--- config.mk ---
export PLATFORM = sky130hd
export DESIGN_NAME = dnt_cell
export DESIGN_NICKNAME = d
export VERILOG_FILES = /design/src/hw/rtl/dnt_pkg.sv /design/src/hw/rtl/dnt_cell.sv
export SDC_FILE = /design/constraint.sdc
export NUM_CORES = 1
export LEC_CHECK = 0
export BUFFER_PORTS_ARGS = -buffer_cell sky130_fd_sc_hd__buf_2
export CORE_ASPECT_RATIO = 1.25
export CORE_UTILIZATION = 45
export DETAILED_ROUTE_END_ITERATION = 16
export PLACE_DENSITY = 0.75
export SYNTH_ARGS = -nofsm -noshare
export SYNTH_HDL_FRONTEND = slang
export SYNTH_SLANG_ARGS = --single-unit
--- constraint.sdc ---
create_clock -name clk -period 4.3 [get_ports clk]
set_clock_uncertainty 0.2 [all_clocks]
set_input_delay 0.43 -clock clk [delete_from_list [all_inputs] [get_ports clk]]
set_output_delay 0.43 -clock clk [all_outputs]
set_load 0.005 [all_outputs]
--- src/hw/rtl/dnt_pkg.sv ---
// shared types and constants for the directory name table
// no dependencies
`default_nettype none

package dnt_pkg;

  localparam int SECTOR_W = 16;
  localparam int KEY_IN_W = 64;
  localparam int STATUS_W = 2;
  localparam int CMD_W    = 2;
  localparam int SLOT_W   = 6;

  localparam logic [CMD_W-1:0] CMD_LOOKUP = 2'd0;
  localparam logic [CMD_W-1:0] CMD_ADD    = 2'd1;
  localparam logic [CMD_W-1:0] CMD_REMOVE = 2'd2;

  localparam logic [STATUS_W-1:0] ST_OK        = 2'd0;
  localparam logic [STATUS_W-1:0] ST_NOT_FOUND = 2'd1;
  localparam logic [STATUS_W-1:0] ST_PRESENT   = 2'd2;
  localparam logic [STATUS_W-1:0] ST_FULL      = 2'd3;

  typedef logic [1:0] upd_op_t;
  localparam upd_op_t UPD_NONE  = 2'd0;
  localparam upd_op_t UPD_WRITE = 2'd1;
  localparam upd_op_t UPD_CLEAR = 2'd2;

  // names of the two fixed entries
  localparam logic [KEY_IN_W-1:0] NAME_DOT    = 64'h2E;
  localparam logic [KEY_IN_W-1:0] NAME_DOTDOT = 64'h2E2E;

  // search token flags passed from cell to cell
  typedef struct packed {
    logic valid;
    logic hit;
    logic hit_dir;
    logic free_found;
  } scan_flags_t;

endpackage

`default_nettype wire

--- src/hw/rtl/dnt_cell.sv ---
// one slot of the directory name table plus its stage of the search token
// depends on dnt_pkg
`default_nettype none

module dnt_cell #(
  parameter int IDX   = 0,
  parameter int KEY_W = 64,
  parameter int IDX_W = 6
) (
  input  wire                          clk,
  input  wire                          rst,
  input  wire [KEY_W-1:0]              key,
  input  dnt_pkg::upd_op_t             upd_op,
  input  wire [IDX_W-1:0]              upd_idx,
  input  wire [dnt_pkg::SECTOR_W-1:0]  upd_sector,
  input  wire                          upd_dir,
  input  dnt_pkg::scan_flags_t         flags_in,
  input  wire [IDX_W-1:0]              hit_idx_in,
  input  wire [dnt_pkg::SECTOR_W-1:0]  hit_sector_in,
  input  wire [IDX_W-1:0]              free_idx_in,
  output dnt_pkg::scan_flags_t         flags_out,
  output logic [IDX_W-1:0]             hit_idx_out,
  output logic [dnt_pkg::SECTOR_W-1:0] hit_sector_out,
  output logic [IDX_W-1:0]             free_idx_out
);
  import dnt_pkg::*;

  localparam logic [IDX_W-1:0] MY_IDX = IDX_W'(IDX);
  localparam bit FIXED = (IDX < 2);
  localparam logic [KEY_IN_W-1:0] RST_NAME = (IDX == 0) ? NAME_DOT : NAME_DOTDOT;

  logic                valid;
  logic [KEY_W-1:0]    name;
  logic [SECTOR_W-1:0] sector;
  logic                is_dir;
  logic                match;
  logic                sel;

  assign match = flags_in.valid && valid && (name == key);
  assign sel   = (upd_idx == MY_IDX);

  // slot contents
  always_ff @(posedge clk) begin
    if (rst) begin
      valid <= FIXED;
      if (FIXED) begin
        name   <= RST_NAME[KEY_W-1:0];
        is_dir <= 1'b1;
      end
    end else if (sel && upd_op == UPD_WRITE) begin
      valid  <= 1'b1;
      name   <= key;
      sector <= upd_sector;
      is_dir <= upd_dir;
    end else if (sel && upd_op == UPD_CLEAR) begin
      valid <= 1'b0;
    end
  end

  // token stage
  always_ff @(posedge clk) begin
    if (rst) begin
      flags_out <= '0;
    end else begin
      flags_out.valid <= flags_in.valid;
      flags_out.hit   <= flags_in.hit || match;
      if (!flags_in.hit && match) begin
        flags_out.hit_dir <= is_dir;
      end else begin
        flags_out.hit_dir <= flags_in.hit_dir;
      end
      flags_out.free_found <= flags_in.free_found || (!FIXED && !valid);
    end
  end

  always_ff @(posedge clk) begin
    if (!flags_in.hit && match) begin
      hit_idx_out    <= MY_IDX;
      hit_sector_out <= sector;
    end else begin
      hit_idx_out    <= hit_idx_in;
      hit_sector_out <= hit_sector_in;
    end
    if (!flags_in.free_found && !FIXED && !valid) begin
      free_idx_out <= MY_IDX;
    end else begin
      free_idx_out <= free_idx_in;
    end
  end

endmodule

`default_nettype wire

==> flow_summary.ini, run 1 <==
[timing]
fmax_ghz = 0.369
fin_ws_ps = 1590
rsz0062_at_grt = no
setup_viol = 0
tns_ps = 0
fin_crit_sh_pct = 63.0
period_needed_ps = 2710
drv_slew = 0
slew_headroom_pct = 18.2
worstMarginPinSlew_ps = 1230
final_hold_viol_count = 0
whs_ps = 12.0

[run]
cap_violations = 0

[run_status]
status = completed

[setup_path]
criticalPathCategory = flip-flop to flip-flop
critical_path.top_delay_family = simple AND/OR/NAND/NOR gates
cp-start-kind = flip-flop
arrival_ps = 2800
end_kind = flip-flop
regToRegEndpoint = hit_sector_out[13]$_DFF_P_
ff2ff_setup_slack_ps = 1590
r2r-start = name[3]$_SDFFE_PP1P_
cp_data_required_time_ps = 4390
crit_chain = nor2b_1, a2111o_1, nor4_1, nand2_1, nor4_4, buf_4, mux2_2
critPathMaxStageDelay_ps = 430
crit_fanout = 22
slowest_stage = nor4_1
ff2ff_path_depth = 7
path_buf_inv = 1

[cts]
cts.htree.levels = 4
cts_tree = built
cts_made_buffers = 17
postCtsHoldBufs = 18
postCtsSetupBuffers = 0
cts-resized-gates = 0
cts_root_buffer = clkbuf_16
clk_latency_ps = 410
clock_path_buffers = 2
path_clk_slew_ps = 50
clkSinkCount = 114

[cells_and_area]
finalInstanceArea_sq_um = 6220
post-route-util_pct = 61.9
area_delta_synth_final_pct = 34.2
fin_cells = 807
antenna_cells = 0
nNetsFinal = 788
drive_gt1_share_pct = 30.5

[route]
dr.pass1.iters = 7
detail-route-antenna-nets = 0
vias = 3980
routed_wl_um = 11200
drt-initial-drc-count = 109
drc = 0
wl_per_cell_um = 13.9
routed_via_density = 4.93

[global_routing]
grt_max_degree = 66
antenna_found_initial = 0
grt_usage_pct = 21.5
grt_pass1_vias = 3894
grt_pass1_wl_um = 17700
grt-ovfl-total = 0

[power_and_ir_drop]
power_mw = 2.53
irDropWorstVdd_uv = 256
p_leak_nw = 2.47
p_per_area_nw_per_um2 = 407

[worst_hold_path]
hold_path_class = primary input to flip-flop
hold_depth = 1
hold_start = upd_sector[8]
hold_end = sector[8]$_DFFE_PP_

[placed_design]
place_area_sq_um = 5500
place_ws_ps = 1330
dpl.hpwl_um = 8100
placed_cells = 757
gp_congestion = 0.785
portBuffers = 154

[synthesis]
synth.area.top_cells = dfxtp_1 (42%), nand2_1 (11%), edfxtp_1 (10%), xnor2_1 (7.6%), a21oi_1 (6.8%)
syn_nets = 617
synth_top_cell_area_share_pct = 42.3
syn_area_per_cell_sq_um = 9.39
syn_area_sq_um = 4640
yosys.area.top_type = dfxtp_1
ys_seq_area_share_pct = 52.7
yosysWarnings = 0
synth_cell_types = 35
ys_seq_elements = 114
syn_inst = 494

[floorplan]
core_sq_um = 10100
die_w_um = 92.8
rows = 41
dieArea_sq_um = 10700
initial_core_util_pct = 46.1
pin_count = 155
die-height_um = 115
## power breakdown
group          total (mW)  switching (mW)  internal [mW]
Combinational       0.169          0.0740         0.0952
Clock                1.26           0.466          0.795
Sequential           1.10         0.00454           1.10
## final cells by class
| cell class | count | area, sq um |
|---|---|---|
| repair buffers | 176 | 981 |
| clock inverters | 9 | 55.1 |
| multi-input cells | 344 | 2050 |
| clock buffers | 23 | 489 |
| well taps | 129 | 161 |
| flip-flops and latches | 114 | 2440 |
| inverters | 12 | 45.0 |
| fillers | 872 | 3830 |
## cell usage after synthesis, drive strengths merged
| cell | count |
|---|---|
| a31o | 1 |
| a2111oi | 1 |
| xnor2 | 40 |
| nand2b | 10 |
| and4 | 2 |
| nand3b | 5 |
| nand4 | 13 |
| nand3 | 2 |
| buf | 7 |
| dfxtp | 98 |
| a21oi | 63 |
| nor4 | 4 |
| nor2 | 11 |
| o21bai | 1 |
| inv | 12 |
| nor3 | 1 |
| o22ai | 1 |
| xor2 | 5 |
| a2111o | 4 |
| o2111ai | 4 |
| edfxtp | 16 |
| mux2 | 16 |
| nand2 | 133 |
| or4 | 1 |
| o221a | 1 |
| o221ai | 2 |
| clkbuf | 17 |
| nor2b | 21 |
| and2 | 2 |
## cells in the final DEF, fill, tap and decap left out, drive strengths merged, types with 2 or more instances in the layout
master,synthesis,routed
o2111ai,4,4
buf,7,158
xnor2,40,40
and2,2,2
a21oi,63,63
and4,2,2
nand4,13,13
nor2,11,11
o221ai,2,2
clkinv,0,8
nand2,133,133
mux2,16,16
nor4,4,4
nand2b,10,10
nor2b,21,21
a2111o,4,4
xor2,5,5
dlygate4sd3,0,18
nand3,2,2
edfxtp,16,16
inv,12,12
clkbuf,17,23
dfxtp,98,98
nand3b,5,5
## cell families (layout without fill, tap and decap cells)
logic type | count (synthesis) | in the layout | share of synthesized area, %
and+or+nand+nor | 205 | 205 | 20.7
muxes | 16 | 16 | 4.69
buffers and inverters | 36 | 220 | 3.24
AOI/OAI and AO/OA | 78 | 78 | 10.2
DFF | 114 | 114 | 52.7
xor gates and xnor gates | 45 | 45 | 8.50
## flip-flops by register name (all words and copies together) (netlist names)
| register | cells |
|---|---|
| free_idx_out | 6 |
| is_dir | 1 |
| hit_idx_out | 6 |
| valid | 1 |
| sector | 16 |
| flags_out | 4 |
| name | 64 |
| hit_sector_out | 16 |
## worst register-to-register path: stages, from the launching register on
cell,delay [ps]
dfxtp_1,320
nor2b_1,130
a2111o_1,330
nor4_1,430
nand2_1,180
nor4_4,260
buf_4,350
mux2_2,390
## worst max path at each step
stage                         start                    endpoint  slack (ps)  cells after the start
2_1_floorplan                key[7]   hit_sector_out[0]$_DFF_P_        1750                      7
3_3_place_gp                 key[7]  hit_sector_out[13]$_DFF_P_        1370                      8
3_5_place_dp                 key[7]  hit_sector_out[15]$_DFF_P_        1330                      8
4_1_cts        name[3]$_SDFFE_PP1P_  hit_sector_out[15]$_DFF_P_        1600                      7
5_1_grt        name[7]$_SDFFE_PP0P_  hit_sector_out[13]$_DFF_P_        1470                      7
6_report       name[3]$_SDFFE_PP1P_  hit_sector_out[13]$_DFF_P_        1590                      7
## routing by layer
metal / vias to the layer above / share of wire [%] / GRT usage [%]
li1: 1996 / - / -
met1: 1821 / 40 / 23.4
met2: 146 / 52 / 38.9
met3: 17 / 6.8 / 7.02
met4: 0 / 1.5 / 8.00
met5: - / 0 / 0
Note: power is estimated with default switching activity, not from simulation.
==> inputs of run 2 (changes only) <==
Settings changed: PLACE_DENSITY 0.75 to 0.77.
Clock period 4.3 ns to 2.49 ns, I/O delays scaled along.
==> run 2 against run 1 <==
Effect of this change: the run now ends with setup timing left; core utilization increased by 12 points; register-to-register slack got worse by 1700 ps; first-iteration DRC count increased by 120%; clock power increased by 87%; global-route usage up 4.2 points; largest cell class unchanged; highest routed layer unchanged.
==> flow_summary.ini, run 2 (synthesis gave the netlist of run 1 again) <==
[timing]
worstMarginPinSlew_ps = 463
rsz0062_at_grt = yes
final_hold_viol_count = 0
slew_headroom_pct = 69.2
fin_ws_ps = -77.7
fmax_ghz = 0.389
drv_slew = 0
setup_viol = 16
fin_crit_sh_pct = 103
period_needed_ps = 2570

[run_status]
status = finished, violations left
violations = setup timing

[power_and_ir_drop]
internal_power_mw = 3.75
irDropWorstVdd_uv = 480
seq_power_share_pct = 40.6
p_leak_nw = 2.99
p_per_area_nw_per_um2 = 632
combPwrFrac_pct = 9.2
switchingPower_uw = 945
switching_share_pct = 20.1
power_frac_clock_pct = 50.2

[floorplan]
pin_count = 155
core_sq_um = 10100
rows = 41
die_w_um = 92.8
die-height_um = 115
dieArea_sq_um = 10700
initial_core_util_pct = 46.1

[cells_and_area]
nNetsFinal = 894
post-route-util_pct = 74.0
layout_common_cells = buf_2 (153), nand2_1 (131), dlygate4sd3_1 (113)
fin_cells = 914
largest_register = name
final_common_cell = buf_2
drive_gt1_share_pct = 29.0
largest_register_ffs = 64
area_delta_synth_final_pct = 60.4
top_regs = name x64, hit_sector_out x16, sector x16

[global_routing]
use_met3_pct = 4.79
met2_usage_pct = 48.5
grt_max_degree = 66
grt_pass1_vias = 4586
grt_usage_pct = 25.8
antenna_found_initial = 0
busiest_layer = met2
grt_pass1_wl_um = 21300
grt_util_met1_pct = 27.6
grt-ovfl-total = 0

[placed_design]
placed_cells = 766
gp_congestion = 0.786
dpl.hpwl_um = 8030
portBuffers = 154

[setup_path]
cp_data_required_time_ps = 2580
cp-start-kind = primary input
arrival_ps = 2650
r2r-start = name[0]$_SDFFE_PP0P_
endpoint = hit_sector_out[6]$_DFF_P_
crit_fanout = 8
ff2ff_setup_slack_ps = -70
critPathLaunch = key[42]
ff2ff_path_depth = 8
criticalPathCategory = primary input to flip-flop
end_kind = flip-flop
regToRegEndpoint = hit_sector_out[6]$_DFF_P_

[cts]
cts_made_buffers = 17
clk_latency_ps = 400
clkSinkCount = 114
cts_root_buffer = clkbuf_16
cts.htree.levels = 4
cts_tree = built
path_clk_slew_ps = 50
clock_path_buffers = 2

[route]
wl_per_cell_um = 15.2
routed_via_density = 4.95
drt-initial-drc-count = 236
detail-route-antenna-nets = 0
vias = 4520
routed_wl_um = 13900
drc = 0
dr.pass1.iters = 4

[run]
cap_violations = 0

[worst_hold_path]
hold_path_class = primary input to flip-flop
[run 2: what timing repair did]
item | 4_1_cts | 5_1_grt
cloned | 0 | 2
buffers inserted | 0 | 1
hold buffers | 113 | 0
endpoints found under the hold margin | 112 | 0
pin swaps | 0 | 8
resized for setup | 7 | 13
endpoints found under the setup margin | 16 | 22
[run 2: final cells by class]
class / count / area [sq um]
tap: 129 / 161
antenna: 1 / 2.50
multi-input combinational: 344 / 2130
timing repair buffer: 282 / 2080
fill: 701 / 2620
clock buffer: 25 / 465
inverter: 12 / 45.0
sequential: 114 / 2450
clock inverter: 7 / 106
[run 2: per-stage QoR]
stage	instance area (sq um)	TNS, ps	hold slack (ps)	setup WS [ps]	power (mW)
after floorplan	4640	0	76.7	43.3	2.05
after global placement	5590	-2030	151	-149	2.21
after detailed placement	5590	-2490	153	-181	2.22
after CTS	7320	-115	6.49	-29.3	4.71
after global routing	7430	-1790	26.9	-130	4.87
final	7440	-780	25.8	-77.7	4.70
[run 2: worst min-delay path by stage]
stage | start | end | slack [ps] | cells past startpoint
floorplan | free_idx_in[0] | free_idx_out[0]$_DFF_P_ | 80 | 0
global placement | free_idx_in[1] | free_idx_out[1]$_DFF_P_ | 150 | 1
detailed placement | free_idx_in[1] | free_idx_out[1]$_DFF_P_ | 150 | 1
CTS | key[7] | name[7]$_SDFFE_PP0P_ | 6 | 4
global route | key[7] | name[7]$_SDFFE_PP0P_ | 30 | 4
finish | key[7] | name[7]$_SDFFE_PP0P_ | 30 | 4
[run 2: layer usage]
| layer | share of wire, % | wire [um] |
|---|---|---|
| met3 | 5.9 | 818 |
| met1 | 39 | 5420 |
| met5 | 0 | 0 |
| met4 | 2.0 | 281 |
| met2 | 53 | 7340 |
[run 2: power groups by stage]
| stage | Sequential, mW | Combinational [mW] | Clock (mW) |
|---|---|---|---|
| after floorplan | 1.95 | 0.0986 | 0 |
| final | 1.91 | 0.432 | 2.36 |
| after global routing | 1.91 | 0.463 | 2.50 |
| after detailed placement | 1.94 | 0.273 | 0 |
| after CTS | 1.91 | 0.416 | 2.39 |
| after global placement | 1.94 | 0.266 | 0 |
[run 2: critical path: stages]
cell	delay, ps
dlygate4sd3_1	530
buf_2	140
xnor2_2	140
nand2_1	140
nor4_4	340
nand4_2	150
nor4_4	310
buf_6	170
clkbuf_16	170
mux2_4	310
